--- src/rtl/abg_pkg.sv ---
// Types and constants shared by the anchor box generator modules.
package abg_pkg;

  localparam int unsigned BASE_W  = 11;
  localparam int unsigned RATIO_W = 16;
  localparam int unsigned SCALE_W = 16;
  localparam int unsigned DIV_W   = 36;
  localparam int unsigned SQ_W    = 18;
  localparam int unsigned SQ_REM_W = 20;
  localparam int unsigned COORD_W = 28;
  localparam logic [BASE_W-1:0] BASE_RESET = 11'd16;

  typedef struct packed {
    logic [RATIO_W-1:0] ratio;
    logic [SCALE_W-1:0] scale;
    logic               last;
  } side_t;

endpackage

--- src/rtl/abg_corner.sv ---
// Side lengths, half extents and saturated corner coordinates in four stages.
module abg_corner (
  input  logic                          clk_i,
  input  logic                          rst_ni,
  input  logic                          en_i,
  input  logic                          valid_i,
  input  logic [abg_pkg::SQ_W-1:0]      root_i,
  input  abg_pkg::side_t                side_i,
  input  logic [abg_pkg::BASE_W-1:0]    win_side_i,
  output logic                          valid_o,
  output logic [abg_pkg::COORD_W-1:0]   x_min_o,
  output logic [abg_pkg::COORD_W-1:0]   y_min_o,
  output logic [abg_pkg::COORD_W-1:0]   x_max_o,
  output logic [abg_pkg::COORD_W-1:0]   y_max_o,
  output logic                          last_o,
  output logic                          sat_o
);

  localparam int unsigned CW = abg_pkg::COORD_W;
  localparam int unsigned SW = 42;
  localparam logic signed [SW-1:0] CMAX = SW'((64'sd1 <<< (CW-1)) - 1);
  localparam logic signed [SW-1:0] CMIN = -SW'(64'sd1 <<< (CW-1));

  function automatic logic [CW:0] clamp(input logic signed [SW-1:0] v);
    logic [CW:0] r;
    if (v > CMAX) begin
      r = {1'b1, CMAX[CW-1:0]};
    end else if (v < CMIN) begin
      r = {1'b1, CMIN[CW-1:0]};
    end else begin
      r = {1'b0, v[CW-1:0]};
    end
    return r;
  endfunction

  logic [3:0]  v_q;
  abg_pkg::side_t side_a_q, side_b_q, side_c_q;
  logic [33:0] wr_q, ws_q;
  logic [21:0] h_q;
  logic [28:0] pw_b_q, pw_c_q;
  logic [37:0] hs_q;

  logic [17:0] w;
  logic [34:0] wr_rnd, ws_rnd;
  logic [38:0] hs_rnd;
  logic [33:0] ph;
  logic signed [SW-1:0] base8, xmn, ymn, xmx, ymx;
  logic [CW:0] cx0, cy0, cx1, cy1;

  // Stage A: rounded width and the two products that depend on it.
  assign w = 18'((19'(root_i) + 19'd1) >> 1);

  // Stage B: rounded height and horizontal half extent.
  assign wr_rnd = 35'(wr_q) + 35'd2048;
  assign ws_rnd = 35'(ws_q) + 35'd16;

  // Stage D: vertical half extent and the corners.
  assign hs_rnd = 39'(hs_q) + 39'd16;
  assign ph     = hs_rnd[38:5];
  assign base8  = SW'({win_side_i, 3'b000});
  assign xmn = base8 - SW'(pw_c_q);
  assign ymn = base8 - SW'(ph);
  assign xmx = base8 - SW'(16) + SW'(pw_c_q);
  assign ymx = base8 - SW'(16) + SW'(ph);
  assign cx0 = clamp(xmn);
  assign cy0 = clamp(ymn);
  assign cx1 = clamp(xmx);
  assign cy1 = clamp(ymx);

  always_ff @(posedge clk_i or negedge rst_ni) begin
    if (!rst_ni) begin
      v_q <= '0;
    end else if (en_i) begin
      v_q <= {v_q[2:0], valid_i};
    end
  end

  always_ff @(posedge clk_i) begin
    if (en_i) begin
      wr_q     <= 34'(w) * 34'(side_i.ratio);
      ws_q     <= 34'(w) * 34'(side_i.scale);
      side_a_q <= side_i;
      h_q      <= wr_rnd[33:12];
      pw_b_q   <= ws_rnd[33:5];
      side_b_q <= side_a_q;
      hs_q     <= 38'(h_q) * 38'(side_b_q.scale);
      pw_c_q   <= pw_b_q;
      side_c_q <= side_b_q;
      x_min_o  <= cx0[CW-1:0];
      y_min_o  <= cy0[CW-1:0];
      x_max_o  <= cx1[CW-1:0];
      y_max_o  <= cy1[CW-1:0];
      sat_o    <= cx0[CW] | cy0[CW] | cx1[CW] | cy1[CW];
      last_o   <= side_c_q.last;
    end
  end

  assign valid_o = v_q[3];

endmodule

--- config.mk ---
export PLATFORM = sky130hd
export DESIGN_NAME = abg_corner
export DESIGN_NICKNAME = d
export VERILOG_FILES = /design/src/rtl/abg_pkg.sv /design/src/rtl/abg_corner.sv
export SDC_FILE = /design/constraint.sdc
export NUM_CORES = 2
export LEC_CHECK = 0
export ABC_AREA = 1
export ABC_CLOCK_PERIOD_IN_PS = 6910
export BUFFER_PORTS_ARGS = -buffer_cell sky130_fd_sc_hd__buf_4
export CORE_UTILIZATION = 40
export DETAILED_ROUTE_END_ITERATION = 7
export PLACE_DENSITY = 0.64
export SETUP_SLACK_MARGIN = 0.02
export SLEW_MARGIN = 15
export SYNTH_ARGS = -nofsm -noshare
export SYNTH_HDL_FRONTEND = slang
export SYNTH_SLANG_ARGS = --single-unit
--- constraint.sdc ---
create_clock -name clk_i -period 6.91 [get_ports clk_i]
set_input_delay 0.691 -clock clk_i [delete_from_list [all_inputs] [get_ports clk_i]]
set_output_delay 0.691 -clock clk_i [all_outputs]
set_load 0.01 [all_outputs]
==> run metrics <==
core area=122000 um^2; maxcap violations=0; top cells by area, synth=fa_1 (30%), edfxtp_1 (19%), nand2_1 (11%); gp weighted congestion=0.948; YS warnings=0; final hold vios=0; DIE AREA=124000 um^2; CP required=7.24 ns; CP Max Fanout=4; Slew @ Worst Pin=1.02 ns; die width=352 um; Hold Path Class=in -> reg; DP Area=54500 um^2; vias post-DR=39656; hold wc startpoint=side_i[0]; Starting Density=40.3%; Rel. slew slack=32.2%; Final Skew=0.0236 ns; RR Startpoint=side_b_q[3]; cells on worst reg2reg path=22; RSZ-0062 raised after global routing=true; synthesized area per cell=8.23 um^2; post-synthesis sequential area ratio=19.6%; Mapped Cells=5952; failing checks=design-rule violations; initial antenna violation count=5; Tcrit/Tclk final=96.1%; largest net degree at the start of global routing=158; Final setup viols=0; worst reg2reg path endpoint=hs_q[33]; first-pass GRT wire length=218 mm; Hold EP=side_a_q[0]; Synth async-reset ratio=1.25%; WHS Path Cells=1; # nets final=7527; root buf cell=clkbuf_16; commonest non-fill, non-tap cells in the layout=nand2_1 (1449), inv_1 (1321), fa_1 (723); Worst-path clk slew=0.06 ns; type of origin of the critical path=input pin; max incr delay on CP=0.55 ns; gr ovfl total=0; R2R setup slack=0.37 ns; Antenna Cells=0; total track usage=22.1%; Cell Rows=128; Boundary Pins=181; routed len/inst=17.0 um; clock period minus worst slack=6.64 ns; Synth Flop Type=edfxtp_1; Slowest-stage cell, CP=fa_1; total iterations of the first detailed-routing run=7; port bufs=180; Via density=4.96; FF+latch count, synth=320; fraction of final layout cells sized beyond drive strength 1=11.4%; status=finished, violations left; Post-Layout Inst Area=56100 um^2; Detail Route Antenna Nets=0; DRC=1; Crit. End Element=register; Final Max Tran Viols=0; post-synth top area share=29.5%; hold_ws=0.302 ns; clk buf depth=3; commonest non-fill, non-tap cell in the layout=nand2_1; Synth area leader=fa_1; Worst EP arrival=6.97 ns; TritonCTS Buffers=38; Chip Height=352 um; worst skew pair latency=0.58 ns; H-tree levels=2; clk sink count=320; CTS tree=yes; kind of critical path=in -> reg; highest clock rate=151 MHz; HPWL Detailed=115 mm; area growth from synthesis to final layout=14.6%; synth unique cells=61; number of enable flip-flop cells after synthesis=316; Post-Synthesis Cell Area=49000 um^2; drt total wl=136 mm; Mapped Nets=7143; Starting DRT DRC Count=2432; vias in the first global route=40953
[worst max-delay path: cells and delay by family]
kind / cells / cell delay, ns
buffers and inverters: 8 / 0.67
AOI/OAI and AO/OA: 5 / 0.88
xor gates and xnor gates: 1 / 0.14
and+or+nand+nor: 11 / 0.99
adders and majority gates: 8 / 3.58
[cell type report]
| class | count | area, um^2 |
|---|---|---|
| clock buffer | 46 | 981 |
| sequential | 320 | 9590 |
| fill | 11945 | 65600 |
| multi-input combinational | 4121 | 34000 |
| clock inverter | 21 | 279 |
| timing repair buffer | 518 | 4230 |
| tap | 1625 | 2030 |
| inverter | 1337 | 5030 |
[cells by family after synthesis]
kind of cell | Yosys count | synth area share (%)
simple gates | 2296 | 19.4
buf+inv | 1511 | 11.7
fa+ha+maj | 1125 | 39.8
compound gates | 452 | 5.19
flops | 320 | 19.6
xor+xnor | 246 | 4.40
mux | 2 | 0.0459
[worst max-delay path by stage]
stage | cells past startpoint | from | end
final | 33 | root_i[0] | wr_q[32]
after global routing | 32 | root_i[0] | ws_q[30]
after CTS | 33 | root_i[0] | wr_q[32]
after detailed placement | 33 | root_i[0] | wr_q[32]
after global placement | 29 | root_i[3] | ws_q[33]
after floorplan | 33 | root_i[0] | ws_q[31]
[layer usage]
metal | vias to the layer above | part of all wire (%) | global-route usage [%]
li1 | 18820 | - | -
met1 | 19431 | 44 | 29.8
met2 | 1192 | 48 | 37.7
met3 | 207 | 6.2 | 2.63
met4 | 6 | 2.6 | 5.50
met5 | - | 0.034 | 0
[cells in the mapped netlist (all sizes together), types with 4 or more instances]
| cell type | number |
|---|---|
| nand3 | 132 |
| nand4 | 40 |
| o221ai | 5 |
| fa | 723 |
| a31oi | 17 |
| o21bai | 14 |
| o21a | 15 |
| edfxtp | 316 |
| ha | 402 |
| nand2 | 1479 |
| nand3b | 15 |
| a211oi | 4 |
| clkbuf | 154 |
| nor4 | 28 |
| nor2 | 525 |
| xor2 | 175 |
| o21ai | 122 |
| nor3 | 56 |
| xnor2 | 71 |
| clkinv | 9 |
| a21o | 20 |
| buf | 20 |
| a21oi | 225 |
| and3 | 5 |
| dfrtp | 4 |
| or2 | 12 |
| a21boi | 9 |
| inv | 1328 |
[through the flow]
stage	worst slack, ns	TNS, ns	std cells	utilization [%]
after floorplan	0.0317	0	5952	-
after global placement	-0.411	-9.35	7910	44.8
after detailed placement	-0.468	-11.94	7910	44.8
after CTS	0.157	0	7978	45.8
after global routing	-0.0124	-0.0124	7988	46.1
final	0.267	0	7988	46.1
[flip-flops by register name, summed over array words and instances, names as in the netlist, 4 cells and up]
name / count
side_a_q: 17
h_q: 22
pw_b_q: 29
x_min_o: 28
x_max_o: 28
wr_q: 23
y_min_o: 28
y_max_o: 28
v_q: 4
ws_q: 30
pw_c_q: 29
hs_q: 34
side_b_q: 17
[repair_timing]
item                                   CTS  global route
endpoints found under the hold margin    4             0
buffers inserted                         0             8
hold buffers                             1             0
setup endpoints to repair                0            33
resized for setup                        0            77
Power is left out: the tool's default activity adds up to more than one toggle a clock period on the data nets, which glitch-free logic cannot reach.
