--- src/rtl/abg_pkg.sv ---
// Types and constants shared by the anchor box generator modules.
package abg_pkg;

  localparam int unsigned BASE_W  = 11;
  localparam int unsigned RATIO_W = 16;
  localparam int unsigned SCALE_W = 16;
  localparam int unsigned DIV_W   = 36;
  localparam int unsigned SQ_W    = 18;
  localparam int unsigned SQ_REM_W = 20;
  localparam int unsigned COORD_W = 28;
  localparam logic [BASE_W-1:0] BASE_RESET = 11'd16;

  typedef struct packed {
    logic [RATIO_W-1:0] ratio;
    logic [SCALE_W-1:0] scale;
    logic               last;
  } side_t;

endpackage

--- src/rtl/abg_divider.sv ---
// Pipelined restoring divider, one quotient bit per stage.
module abg_divider (
  input  logic                        clk_i,
  input  logic                        rst_ni,
  input  logic                        en_i,
  input  logic                        valid_i,
  input  logic [abg_pkg::DIV_W-1:0]   num_i,
  input  abg_pkg::side_t              side_i,
  output logic                        valid_o,
  output logic [abg_pkg::DIV_W-1:0]   quo_o,
  output abg_pkg::side_t              side_o
);

  localparam int unsigned N = abg_pkg::DIV_W;
  localparam int unsigned R = abg_pkg::RATIO_W;

  logic                 v_q   [N];
  logic [R-1:0]         rem_q [N];
  logic [N-1:0]         num_q [N];
  abg_pkg::side_t       side_q[N];

  for (genvar g = 0; g < N; g++) begin : g_stage
    logic           v_in;
    logic [R-1:0]   rem_in;
    logic [N-1:0]   num_in;
    abg_pkg::side_t side_in;
    logic [R:0]     rem_sh;
    logic           take;

    if (g == 0) begin : g_first
      assign v_in    = valid_i;
      assign rem_in  = '0;
      assign num_in  = num_i;
      assign side_in = side_i;
    end else begin : g_next
      assign v_in    = v_q[g-1];
      assign rem_in  = rem_q[g-1];
      assign num_in  = num_q[g-1];
      assign side_in = side_q[g-1];
    end

    // The quotient bits shift into the low end as the dividend leaves the top.
    assign rem_sh = {rem_in, num_in[N-1]};
    assign take   = rem_sh >= {1'b0, side_in.ratio};

    always_ff @(posedge clk_i or negedge rst_ni) begin
      if (!rst_ni) begin
        v_q[g] <= 1'b0;
      end else if (en_i) begin
        v_q[g] <= v_in;
      end
    end

    always_ff @(posedge clk_i) begin
      if (en_i) begin
        rem_q[g]  <= take ? R'(rem_sh - {1'b0, side_in.ratio}) : rem_sh[R-1:0];
        num_q[g]  <= {num_in[N-2:0], take};
        side_q[g] <= side_in;
      end
    end
  end

  assign valid_o = v_q[N-1];
  assign quo_o   = num_q[N-1];
  assign side_o  = side_q[N-1];

endmodule

--- config.mk ---
export PLATFORM = sky130hd
export DESIGN_NAME = abg_divider
export DESIGN_NICKNAME = d
export VERILOG_FILES = /design/src/rtl/abg_pkg.sv /design/src/rtl/abg_divider.sv
export SDC_FILE = /design/constraint.sdc
export NUM_CORES = 2
export LEC_CHECK = 0
export BUFFER_PORTS_ARGS = -buffer_cell sky130_fd_sc_hd__buf_2
export CORE_MARGIN = 2
export CORE_UTILIZATION = 57
export DETAILED_ROUTE_END_ITERATION = 8
export GPL_TIMING_DRIVEN = 0
export MAX_ROUTING_LAYER = met4
export PLACE_DENSITY = 0.86
export SLEW_MARGIN = 5
export SYNTH_ARGS = -nofsm -noshare
export SYNTH_HDL_FRONTEND = slang
export SYNTH_SLANG_ARGS = --single-unit
export TNS_END_PERCENT = 30
--- constraint.sdc ---
create_clock -name clk_i -period 3 [get_ports clk_i]
set_input_delay 0.45 -clock clk_i [delete_from_list [all_inputs] [get_ports clk_i]]
set_output_delay 0.45 -clock clk_i [all_outputs]
set_load 0.005 [all_outputs]
==> flow_metrics.py <==
metrics = {
    "drt": {
        "drt-vias-per-instance": 5.60,
        "detail_route.first_pass.iterations": 8,
        "top_layer": "met4",
        "drt-initial-drc-count": 5581,
        "met3_length_um": 11900,
        "ant_nets": 0,
        "wl_met1_um": 100000,
        "drc_errors": 0,
        "drt-wirelength-per-cell_um": 19.9,
        "drt_wl_total_um": 234000,
        "routed-wl-met2_um": 114000,
        "vias": 65900,
    },
    "global_routing": {
        "track_usage": 0.209,
        "grt_pass1_vias": 64900,
        "antenna_found_initial": 4,
        "grt_pass1_wl_um": 355000,
        "grt_max_degree": 191,
        "grt-ovfl-total": 0,
    },
    "synth": {
        "netlist-cell-type-count": 91,
        "yosys_warnings": 0,
        "syn_inst": 7849,
        "synth_top_family_by_area": "compound AO/OA/AOI/OAI gates",
        "ys_async_sr_fraction": 0.0117,
        "yosys.area_share.xor_xnor": 0.0278,
        "synthAdderAreaFrac": 0.0617,
        "synthSimpleGateAreaFrac": 0.0482,
        "yosysMostFrequentCell": "edfxtp_1",
        "synthFlopType": "edfxtp_1",
        "synth_area_leader_cell": "edfxtp_1",
        "synth_seq_cells": 3080,
        "synthMuxAreaShare": 0.0283,
        "yosys.area.top_type_share": 0.732,
        "postSynthAreaPerCell_sq_um": 15.9,
        "synth.area.top_cells": "edfxtp_1, ha_1, mux2_2, inv_1, a21oi_1",
        "ys_seq_area_frac": 0.739,
        "syn_area_sq_um": 125000,
        "synth_compound_area_frac": 0.0699,
        "yosys-top-cells-count": "edfxtp_1, inv_1, ha_1",
        "synth_edf_count": 3044,
        "syn-num-nets": 8518,
    },
    "placement": {
        "dp_slack_ps": -3270,
        "io_buffer_count": 142,
        "routabilityCongestion": 0.917,
        "dp_hpwl_um": 143000,
        "dpl.cell_count": 10900,
    },
    "sta": {
        "final.setup.worst_slack_ps": -322,
        "fin_skew_ps": 95.8,
        "finalHoldViolCount": 0,
        "tightest_slew_ps": 1020,
        "fin_crit_sh": 1.11,
        "rsz0062_at_grt": "true",
        "period_minus_slack_ps": 3320,
        "setup_viol": 185,
        "final_max_slew_viol_count": 0,
        "max_slew_margin": 0.320,
        "fmax_mhz": 301,
    },
    "pwr": {
        "power_density_nw_per_um2": 1020,
        "ir_worst_vdd_uv": 700,
        "p_leak_nw": 55.7,
    },
    "cells_and_area": {
        "drive_above_1_share": 0.185,
        "synthToLayoutAreaGrowth_pct": 17.2,
        "fin_cells": 11800,
        "num-nets-final": 9338,
    },
    "setup_path": {
        "worst-endpoint-required_ps": 3680,
        "crit_fanout": 5,
        "start_kind": "register",
        "crit_chain": "ha_4, nor2b_4, o21ai_2, a21oi_2, o41a_1, o211a_1, or2_1, o211ai_1, a21oi_4, buf_6, buf_12, mux2_4",
        "crit_type": "register to register",
        "crit_slowest_cell": "edfxtp_1",
        "cp.arrival_ps": 4000,
        "crit_buf_inv": 2,
        "cp-end-kind": "register",
        "cpLargestDelayFamily": "compound AO/OA/AOI/OAI gates",
        "critPathMaxStageDelay_ps": 450,
    },
    "clock_network": {
        "cts-root-buf": "clkbuf_16",
        "numCtsBuffers": 323,
        "numClockSinks": 3080,
        "cts.path.max_buffers": 4,
        "tritoncts": "built",
        "htreeDepth": 5,
        "clk_pin_slew_ps": 70,
        "clkLatencyLatePin_ps": 950,
    },
    "floorplanning": {
        "ioPinCount": 143,
        "core_area_sq_um": 218000,
        "start_util": 0.574,
        "rows": 171,
        "die_height_um": 472,
        "die_w_um": 472,
        "dieArea_sq_um": 223000,
    },
    "hold_path": {
        "hp-class": "input pin to register",
    },
    "outcome": {
        "violations": "negative setup slack",
        "status": "complete, but fails checks",
    },
    "flow_run": {
        "cap_violations": 0,
    },
}
[power breakdown]
group          internal [W]  switching [W]  leakage [nW]  total, W
sequential           0.0568        0.00390          30.2    0.0607
combinational        0.0233         0.0260          20.4    0.0493
clock                0.0234         0.0159          5.06    0.0392
total                 0.103         0.0457          55.7     0.149
[final timing paths]
check | cells after the start | startpoint | slack [ps] | endpoint
min | 2 | en_i | 140 | num_q[1][6]
max reg2reg | 12 | rem_q[2][32] | -320 | rem_q[2][56]
max | 12 | rem_q[2][32] | -320 | rem_q[2][56]
min reg2reg | 0 | side_q[5][75] | 360 | side_q[5][108]
max in group asynchronous | 2 | rst_ni | 2300 | g_stage[10].v_in
min in group asynchronous | 2 | rst_ni | 220 | g_stage[32].v_in
[cell usage in the layout (no fill, tap or decap), types with 68 or more instances in the layout]
cell / netlist / final
a21o_1: 149 / 148
a21oi_1: 440 / 387
nor3_1: 93 / 87
nor2b_1: 98 / 79
mux2_4: 0 / 78
clkbuf_1: 58 / 68
buf_4: 5 / 217
nand3_1: 76 / 74
xnor2_1: 242 / 242
ha_1: 562 / 501
nand2_1: 268 / 259
mux2_2: 283 / 205
xor2_1: 155 / 155
o21ai_0: 328 / 244
inv_1: 732 / 702
edfxtp_1: 3044 / 3044
buf_2: 12 / 154
clkbuf_16: 0 / 334
nor2_1: 422 / 412
dlygate4sd3_1: 0 / 72
[logic make-up (layout without fill, tap and decap cells)]
| kind of cell | Yosys count | after routing |
|---|---|---|
| buffers and inverters | 820 | 1882 |
| adders and majority gates | 596 | 596 |
| other | 0 | 2 |
| AOI/OAI and AO/OA | 1381 | 1381 |
| xor gates and xnor gates | 397 | 397 |
| muxes | 318 | 318 |
| DFF | 3080 | 3080 |
| and+or+nand+nor | 1257 | 1257 |
[metrics by stage]
step                power [W]  hold slack (ps)  TNS [ps]   util  cell area, sq um
global placement       0.0978              400         -  0.594            129000
global route            0.157              118    -38620  0.673            146000
finish                  0.149              138    -16640  0.673            146000
floorplan              0.0896              154     -1930      -            125000
CTS                     0.144             92.9    -22320  0.659            143000
detailed placement      0.101              405  -2371140  0.597            130000
[worst register-to-register path, cell delays in order (launching register included)]
cell      delay [ps]
edfxtp_1         450
ha_4             250
nor2b_4          120
o21ai_2          200
a21oi_2           90
o41a_1           440
o211a_1          260
or2_1            250
o211ai_1         310
a21oi_4          110
buf_6            170
buf_12           130
mux2_4           300
[state kept, by name (all words and copies together) (netlist names)]
name / cells
rem_q: 560
side_q: 1188
g_stage.v_in: 35
valid_o: 1
num_q: 1296
[per-layer routing]
metal	vias to the layer above	GRT usage
met4	0	0.0731
met1	32300	0.278
met2	1904	0.332
met3	553	0.0301
met5	-	-
li1	31100	-
[area by class of cell]
type | instances | area [sq um]
Multi-Input combinational cell | 3949 | 32100
Clock inverter | 182 | 1960
Antenna cell | 2 | 5.00
Timing Repair Buffer | 503 | 4600
Tap cell | 2854 | 3570
Sequential cell | 3080 | 92300
Inverter | 732 | 2750
Fill cell | 14100 | 71200
Clock buffer | 385 | 8420
Buffer | 80 | 701
[repair_timing]
action | 4_1_cts | 5_1_grt
cloned | 17 | 12
endpoints found under the setup margin | 1539 | 703
hold endpoints to repair | 159 | 0
pin swaps | 79 | 169
hold buffers | 73 | 0
gates resized for setup | 359 | 458
setup buffers | 84 | 160
Note: power is estimated with default switching activity, not from simulation.
