[config.mk]
export PLATFORM = sky130hd
export DESIGN_NAME = abg_sqrt
export DESIGN_NICKNAME = d
export VERILOG_FILES = /design/src/rtl/abg_pkg.sv /design/src/rtl/abg_sqrt.sv
export SDC_FILE = /design/constraint.sdc
export NUM_CORES = 1
export LEC_CHECK = 0
export BUFFER_PORTS_ARGS = -buffer_cell sky130_fd_sc_hd__buf_2
export CORE_MARGIN = 1.5
export CORE_UTILIZATION = 45
export DETAILED_ROUTE_END_ITERATION = 10
export SETUP_SLACK_MARGIN = 0.5
export SLEW_MARGIN = 40
export SYNTH_ARGS = -nofsm -noshare
export SYNTH_HDL_FRONTEND = slang
export SYNTH_SLANG_ARGS = --single-unit
[constraint.sdc]
create_clock -name clk_i -period 3.35 [get_ports clk_i]
set_input_delay 0.1675 -clock clk_i [delete_from_list [all_inputs] [get_ports clk_i]]
set_output_delay 0.1675 -clock clk_i [all_outputs]
set_load 0.01 [all_outputs]
[src/rtl/abg_pkg.sv]
// Types and constants shared by the anchor box generator modules.
package abg_pkg;

  localparam int unsigned BASE_W  = 11;
  localparam int unsigned RATIO_W = 16;
  localparam int unsigned SCALE_W = 16;
  localparam int unsigned DIV_W   = 36;
  localparam int unsigned SQ_W    = 18;
  localparam int unsigned SQ_REM_W = 20;
  localparam int unsigned COORD_W = 28;
  localparam logic [BASE_W-1:0] BASE_RESET = 11'd16;

  typedef struct packed {
    logic [RATIO_W-1:0] ratio;
    logic [SCALE_W-1:0] scale;
    logic               last;
  } side_t;

endpackage

[src/rtl/abg_sqrt.sv]
// Pipelined digit-by-digit integer square root, one root bit per stage.
module abg_sqrt (
  input  logic                        clk_i,
  input  logic                        rst_ni,
  input  logic                        en_i,
  input  logic                        valid_i,
  input  logic [abg_pkg::DIV_W-1:0]   val_i,
  input  abg_pkg::side_t              side_i,
  output logic                        valid_o,
  output logic [abg_pkg::SQ_W-1:0]    root_o,
  output abg_pkg::side_t              side_o
);

  localparam int unsigned N  = abg_pkg::SQ_W;
  localparam int unsigned V  = abg_pkg::DIV_W;
  localparam int unsigned RW = abg_pkg::SQ_REM_W;

  logic            v_q   [N];
  logic [RW-1:0]   rem_q [N];
  logic [N-1:0]    root_q[N];
  logic [V-1:0]    val_q [N];
  abg_pkg::side_t  side_q[N];

  for (genvar g = 0; g < N; g++) begin : g_stage
    logic           v_in;
    logic [RW-1:0]  rem_in;
    logic [N-1:0]   root_in;
    logic [V-1:0]   val_in;
    abg_pkg::side_t side_in;
    logic [RW+1:0]  rem_sh;
    logic [RW+1:0]  trial;
    logic           take;

    if (g == 0) begin : g_first
      assign v_in    = valid_i;
      assign rem_in  = '0;
      assign root_in = '0;
      assign val_in  = val_i;
      assign side_in = side_i;
    end else begin : g_next
      assign v_in    = v_q[g-1];
      assign rem_in  = rem_q[g-1];
      assign root_in = root_q[g-1];
      assign val_in  = val_q[g-1];
      assign side_in = side_q[g-1];
    end

    assign rem_sh = {rem_in, val_in[V-1:V-2]};
    assign trial  = (RW+2)'({root_in, 2'b01});
    assign take   = rem_sh >= trial;

    always_ff @(posedge clk_i or negedge rst_ni) begin
      if (!rst_ni) begin
        v_q[g] <= 1'b0;
      end else if (en_i) begin
        v_q[g] <= v_in;
      end
    end

    always_ff @(posedge clk_i) begin
      if (en_i) begin
        rem_q[g]  <= take ? RW'(rem_sh - trial) : rem_sh[RW-1:0];
        root_q[g] <= {root_in[N-2:0], take};
        val_q[g]  <= {val_in[V-3:0], 2'b00};
        side_q[g] <= side_in;
      end
    end
  end

  assign valid_o = v_q[N-1];
  assign root_o  = root_q[N-1];
  assign side_o  = side_q[N-1];

endmodule

==> results_dict.tcl, run 1 <==
set metrics [dict create \
    antenna_found_initial 1 \
    port_buffers 124 \
    final_cell_area_sq_um 64600 \
    ys_ff_latch 1406 \
    yosysSeqAreaShare_pct 76.3 \
    timing.hold.ws_ps 102 \
    drtAntennaViolNets 0 \
    syn_area_sq_um 55200 \
    htree_num_levels 4 \
    start_kind "flip-flop" \
    die_x_microns 353 \
    cp_max_fo 6 \
    avgSynthCellArea_sq_um 16.2 \
    ys_types 77 \
    crit_type "reg -> reg" \
    via_count 27500 \
    tns_ps 0 \
    top_usage_layer "met2" \
    grt_overflow 0 \
    cp.arrival_ps 3290 \
    period_share_pct 83.2 \
    ios 125 \
    nets 4081 \
    p_leak_nw 23.9 \
    die_y_microns 353 \
    grt_pass1_wl_microns 139000 \
    wl_microns 85200 \
    min_period_ps 2790 \
    drt_iter0_markers 1728 \
    antennaDiodeCount 0 \
    wl_per_cell_microns 15.3 \
    worst_pin_slew_ps 714 \
    place_area_sq_um 58600 \
    synth_warnings 0 \
    drive_above_1_share_pct 14.2 \
    synth_flop_cell "edfxtp_1" \
    die_area_sq_um 125000 \
    grt_max_degree 102 \
    synth_cells 3397 \
    met2_usage_pct 23.8 \
    hpwlAfterDp_microns 55900 \
    layout_common_cells "1388 x edfxtp_1, 237 x inv_1, 186 x ha_1, 164 x nor2_1, 158 x nand2_1" \
    fmax_mhz 359 \
    slew_violations 0 \
    rows 128 \
    drtPass1Iterations 5 \
    cts_tree "built" \
    cts_max_path_buffers 3 \
    placedCellCount 5194 \
    max-vdd-ir-drop_v 0.000509 \
    cts_buffers 148 \
    core_area_sq_um 122000 \
    fin_total_pwr_mw 42.3 \
    status "complete, no violations" \
    clk_pin_slew_ps 60 \
    finClkSkew_ps 28.4 \
    drc 0 \
    p_per_area_nw_per_um2 655 \
    rsz0062_at_grt "yes" \
    instances_no_fill 5555 \
    slew-limit-headroom_pct 52.4 \
    setup_violations 0 \
    cp.required_ps 3850 \
    gr-usage-met3_pct 2.81 \
    max_cap_violations 0 \
    clock_sinks 1406 \
    crit_path_end_kind "flip-flop" \
    final_common_cell "edfxtp_1" \
    syn-num-nets 3660 \
    gp_congestion 0.882 \
    grt_pass1_vias 27800 \
    hp-class "in -> reg" \
    initial_core_util_pct 45.3 \
    cts_root_buffer "clkbuf_16" \
    met1_usage_pct 16.7 \
    viasPerCell 4.96 \
    syn2layout_area_growth_pct 17.0 \
    clock_latency_ps 760 \
    synth_edf_count 1388 \
    hold_violations 0 \
    grtUsageTotal_pct 13.8 \
    async_flop_share_pct 1.28 \
]
sequential cells by signal, indices dropped and copies added (netlist names):
name	flops
root_q	171
side_q	594
rem_q	317
valid_o	1
val_q	306
g_stage.v_in	17
kinds of logic (layout without fill, tap and decap cells):
family,count (synthesis),in the layout,share of synthesized area [%]
multiplexers,61,61,1.23
flip-flops,1406,1406,76.3
adder cells (fa/ha/maj),190,190,4.31
other,1,1,0.00679
AND/OR/NAND/NOR,691,691,6.36
AO/OA/AOI/OAI,531,531,6.06
buffers and inverters,276,809,1.88
XOR/XNOR,241,241,3.82
stage by stage:
stage / utilization [%] / setup WS, ps
finish: 53.1 / 562
global route: 53.1 / 435
CTS: 52.8 / 421
detailed placement: 48.2 / 167
global placement: 48.2 / 259
floorplan: - / 529
what timing repair did:
item	4_1_cts	5_1_grt
endpoints found under the hold margin	168	18
endpoints found under the setup margin	45	107
resized for setup	13	52
setup buffers	5	18
gates cloned	0	1
hold buffers	74	1
pin swaps	3	13
synthesized netlist by cell type (15+ instances only):
master,count,area share [%]
nor3_1,73,0.66
inv_1,237,1.6
a211oi_1,15,0.20
ha_1,190,4.3
o21ai_0,131,1.2
or3_1,29,0.33
a21o_1,45,0.61
o31ai_1,20,0.27
nand4_1,19,0.22
nor4_1,42,0.48
dfrtp_1,18,0.82
nor2_1,164,1.1
a31oi_1,17,0.19
a21oi_1,162,1.5
xor2_1,113,1.8
mux2_2,54,1.1
clkbuf_1,35,0.24
o21a_1,40,0.54
edfxtp_1,1388,76
xnor2_1,128,2.0
nand2b_1,33,0.37
nor2b_1,33,0.37
nand2_1,159,1.1
nand3_1,46,0.42
report_power, final:
part / switching (mW) / internal [mW]
combinational: 2.37 / 1.96
sequential: 0.791 / 21.3
clock: 6.56 / 9.32
per-layer routing:
layer,routed length (microns),vias up
li1,-,13700
met1,36500,13200
met2,42900,421
met3,3040,197
met4,2780,0
met5,0,-
cell type report:
class / count / area (sq um)
inverter: 238 / 893
sequential: 1406 / 42100
clock buffer: 189 / 3880
timing repair buffer: 309 / 2460
tap: 1625 / 2030
multi-input combinational: 1715 / 12300
clock inverter: 73 / 867
fill: 9857 / 57100
worst paths after layout:
path | startpoint | end | slack (ps) | cells past startpoint
setup / recovery | rem_q[3][8] | rem_q[4][19] | 560 | 8
setup reg to reg | rem_q[3][8] | rem_q[4][19] | 560 | 8
hold / removal | val_i[14] | val_q[0][14] | 100 | 2
max in group asynchronous | rst_ni | g_stage[5].v_in | 2570 | 4
min in group asynchronous | rst_ni | g_stage[12].v_in | 490 | 4
hold reg to reg | side_q[10][7] | side_q[11][7] | 390 | 0
worst max-delay path: stages (launching register included):
cell and delay, ps:
edfxtp_1 440, or4_4 570, or3_4 410, o31ai_4 310, nor3_4 90, inv_2 100, nand4_4 130, or3_1 360
xnor2_1 130
Power figures use the tool's default switching activity.
==> run 2: changes to the inputs <==
==> constraint.sdc (replaced) <==
create_clock -name clk_i -period 2.87 [get_ports clk_i]
set_input_delay 0.1435 -clock clk_i [delete_from_list [all_inputs] [get_ports clk_i]]
set_output_delay 0.1435 -clock clk_i [all_outputs]
set_load 0.01 [all_outputs]
==> run 2 against run 1 <==
Effect of this change: routed wire length is 9.8% higher; non-clock buffer count grew 291; clock skew grew 21 ps; clock-buffer cell count decreased by 12; critical path depth down 1; design area rose by 10%; sequential share of layout area fell by 6.1 points; hold slack got worse by 22 ps; die area is the same; final cell count rose by 5.2%; sequential cell count did not move; largest cell class unchanged; largest power group unchanged; highest routed layer unchanged.
==> results_dict.tcl, run 2 (same netlist as run 1, synthesis figures left out) <==
set metrics [dict create \
    status "complete, no violations" \
    clock_power_share_pct 36.3 \
    cp_slowest_stage_delay_ps 550 \
    instances_no_fill 5844 \
    drtPass1Iterations 5 \
    max_cap_violations 0 \
    drc 0 \
    largest_reg_flops 594 \
    hold_violations 0 \
    drtAntennaViolNets 0 \
    die_x_microns 353 \
    core_area_sq_um 122000 \
    tns_ps 0 \
    via_count 29200 \
    cp_max_fo 3 \
    hp-class "in -> reg" \
    drive_above_1_share_pct 30.9 \
    largest_register "side_q" \
    nets 4375 \
    cp_common_cell "or4_4" \
    grt_max_degree 91 \
    wl_per_cell_microns 16.0 \
    slew_violations 0 \
    cts_max_path_buffers 3 \
    crit_path_end_kind "flip-flop" \
    reg_top3 "side_q: 594 flops, rem_q: 317 flops, val_q: 306 flops" \
    grt_pass1_wl_microns 145000 \
    fmax_mhz 371 \
    crit_type "reg -> reg" \
    clock_sinks 1406 \
    wl_microns 93500 \
    port_buffers 124 \
    max-vdd-ir-drop_v 0.000655 \
    initial_core_util_pct 45.3 \
    layout_common_cells "1388 x edfxtp_1, 263 x buf_4, 208 x inv_1, 158 x clkbuf_16" \
    grt_overflow 0 \
    final_common_cell "edfxtp_1" \
    p_leak_nw 26.3 \
    die_y_microns 353 \
    cp.required_ps 3380 \
    grtUsageTotal_pct 14.4 \
    setup_violations 0 \
    antennaDiodeCount 0 \
    drt_iter0_markers 1760 \
    crit_chain "or4_4, or4_4, o31ai_4, nor4_4, or4_4, nor4_4, xor2_1" \
    p_sw_mw 12.3 \
    clock_latency_ps 780 \
    clk_pin_slew_ps 60 \
    rows 128 \
    worst_pin_slew_ps 649 \
    internal_power_mw 39.3 \
    grt_pass1_vias 28900 \
    hpwlAfterDp_microns 55100 \
    start_kind "flip-flop" \
    seqPwrFrac_pct 50.2 \
    placedCellCount 5197 \
    slew-limit-headroom_pct 56.3 \
    viasPerCell 4.99 \
    die_area_sq_um 125000 \
    p_sw_share_pct 23.8 \
    htree_num_levels 4 \
    n_fill_cell 9268 \
    gp_congestion 0.858 \
    ios 125 \
    cts_buffers 150 \
    finClkSkew_ps 48.9 \
    antenna_found_initial 0 \
    fin_total_pwr_mw 51.6 \
    timing.hold.ws_ps 80.7 \
    min_period_ps 2690 \
    p_per_area_nw_per_um2 724 \
    p_comb_share_pct 13.5 \
    period_share_pct 93.9 \
    cts_tree "built" \
    rsz0062_at_grt "yes" \
    cp.arrival_ps 3200 \
    syn2layout_area_growth_pct 29.2 \
    cp_slowest_cell "or4_4" \
    cts_root_buffer "clkbuf_16" \
]
## run 2: changes by cell type in the layout (fill, tap and decap cells not counted), moves of 27 or more
cell,before,now
a21oi_1,156,102
nand2_1,158,125
inv_1,237,208
ha_4,3,74
inv_2,1,28
ha_1,186,101
a21oi_2,6,46
nor2_1,164,111
nor2_4,0,30
o21ai_0,123,73
nor3_1,69,42
buf_4,87,263
buf_6,2,54
## run 2: layer usage
metal | vias up | part of all wire (%) | global-route usage [%]
li1 | 14300 | - | -
met1 | 14200 | 41 | 17.0
met2 | 459 | 52 | 25.4
met3 | 213 | 3.6 | 3.37
met4 | 0 | 3.1 | 5.79
met5 | - | 0 | 0
## run 2: per-stage QoR
step / instance area [sq um] / utilization, % / setup WS (ps)
after floorplan: 55700 / - / 182
after global placement: 59100 / 48.6 / -44.1
after detailed placement: 59100 / 48.6 / -52.3
after CTS: 68200 / 56.0 / 174
after global routing: 71300 / 58.6 / 116
final: 71300 / 58.6 / 175
## run 2: path summary, 6_finish.rpt
path | from | endpoint | slack (ps) | depth (start not counted)
max in group asynchronous | rst_ni | g_stage[4].v_in | 2100 | 4
worst max register to register | rem_q[2][7] | rem_q[3][19] | 180 | 7
worst min-delay path | val_i[13] | val_q[0][13] | 80 | 2
worst min register to register | val_q[3][27] | val_q[4][29] | 400 | 0
min in group asynchronous | rst_ni | valid_o | 470 | 4
worst max-delay path | rem_q[2][7] | rem_q[3][19] | 180 | 7
## run 2: area by class of cell
type / instances / area (sq um) / share of cell area [%]
Clock buffer: 177 / 3890 / 5.46
Multi-Input combinational cell: 1716 / 15900 / 22.4
Timing Repair Buffer: 600 / 5450 / 7.65
Clock inverter: 82 / 953 / 1.34
Inverter: 238 / 908 / 1.27
Tap cell: 1625 / 2030 / 2.85
Sequential cell: 1406 / 42100 / 59.1
## run 2: critical path, delay by kind of cell, from the launching register on
family           cells  cell delay [ps]
AO/OA/AOI/OAI        1              250
flip-flops           1              390
XOR/XNOR             1               90
AND/OR/NAND/NOR      5             1710
## run 2: power by group through the flow
| stage | Combinational [mW] | Clock, mW | Sequential, mW |
|---|---|---|---|
| floorplan | 3.60 | 0 | 25.8 |
| global placement | 5.00 | 0 | 26.2 |
| detailed placement | 5.06 | 0 | 26.2 |
| CTS | 6.04 | 19.5 | 25.8 |
| global route | 7.61 | 20.3 | 26.1 |
| finish | 6.96 | 18.8 | 25.9 |
## run 2: timing repair
item / CTS / global route
pin swaps: 126 / 163
resized for setup: 367 / 419
hold endpoints to repair: 299 / 18
cloned: 13 / 11
setup buffers: 145 / 120
hold buffers: 98 / 1
endpoints found under the setup margin: 269 / 297
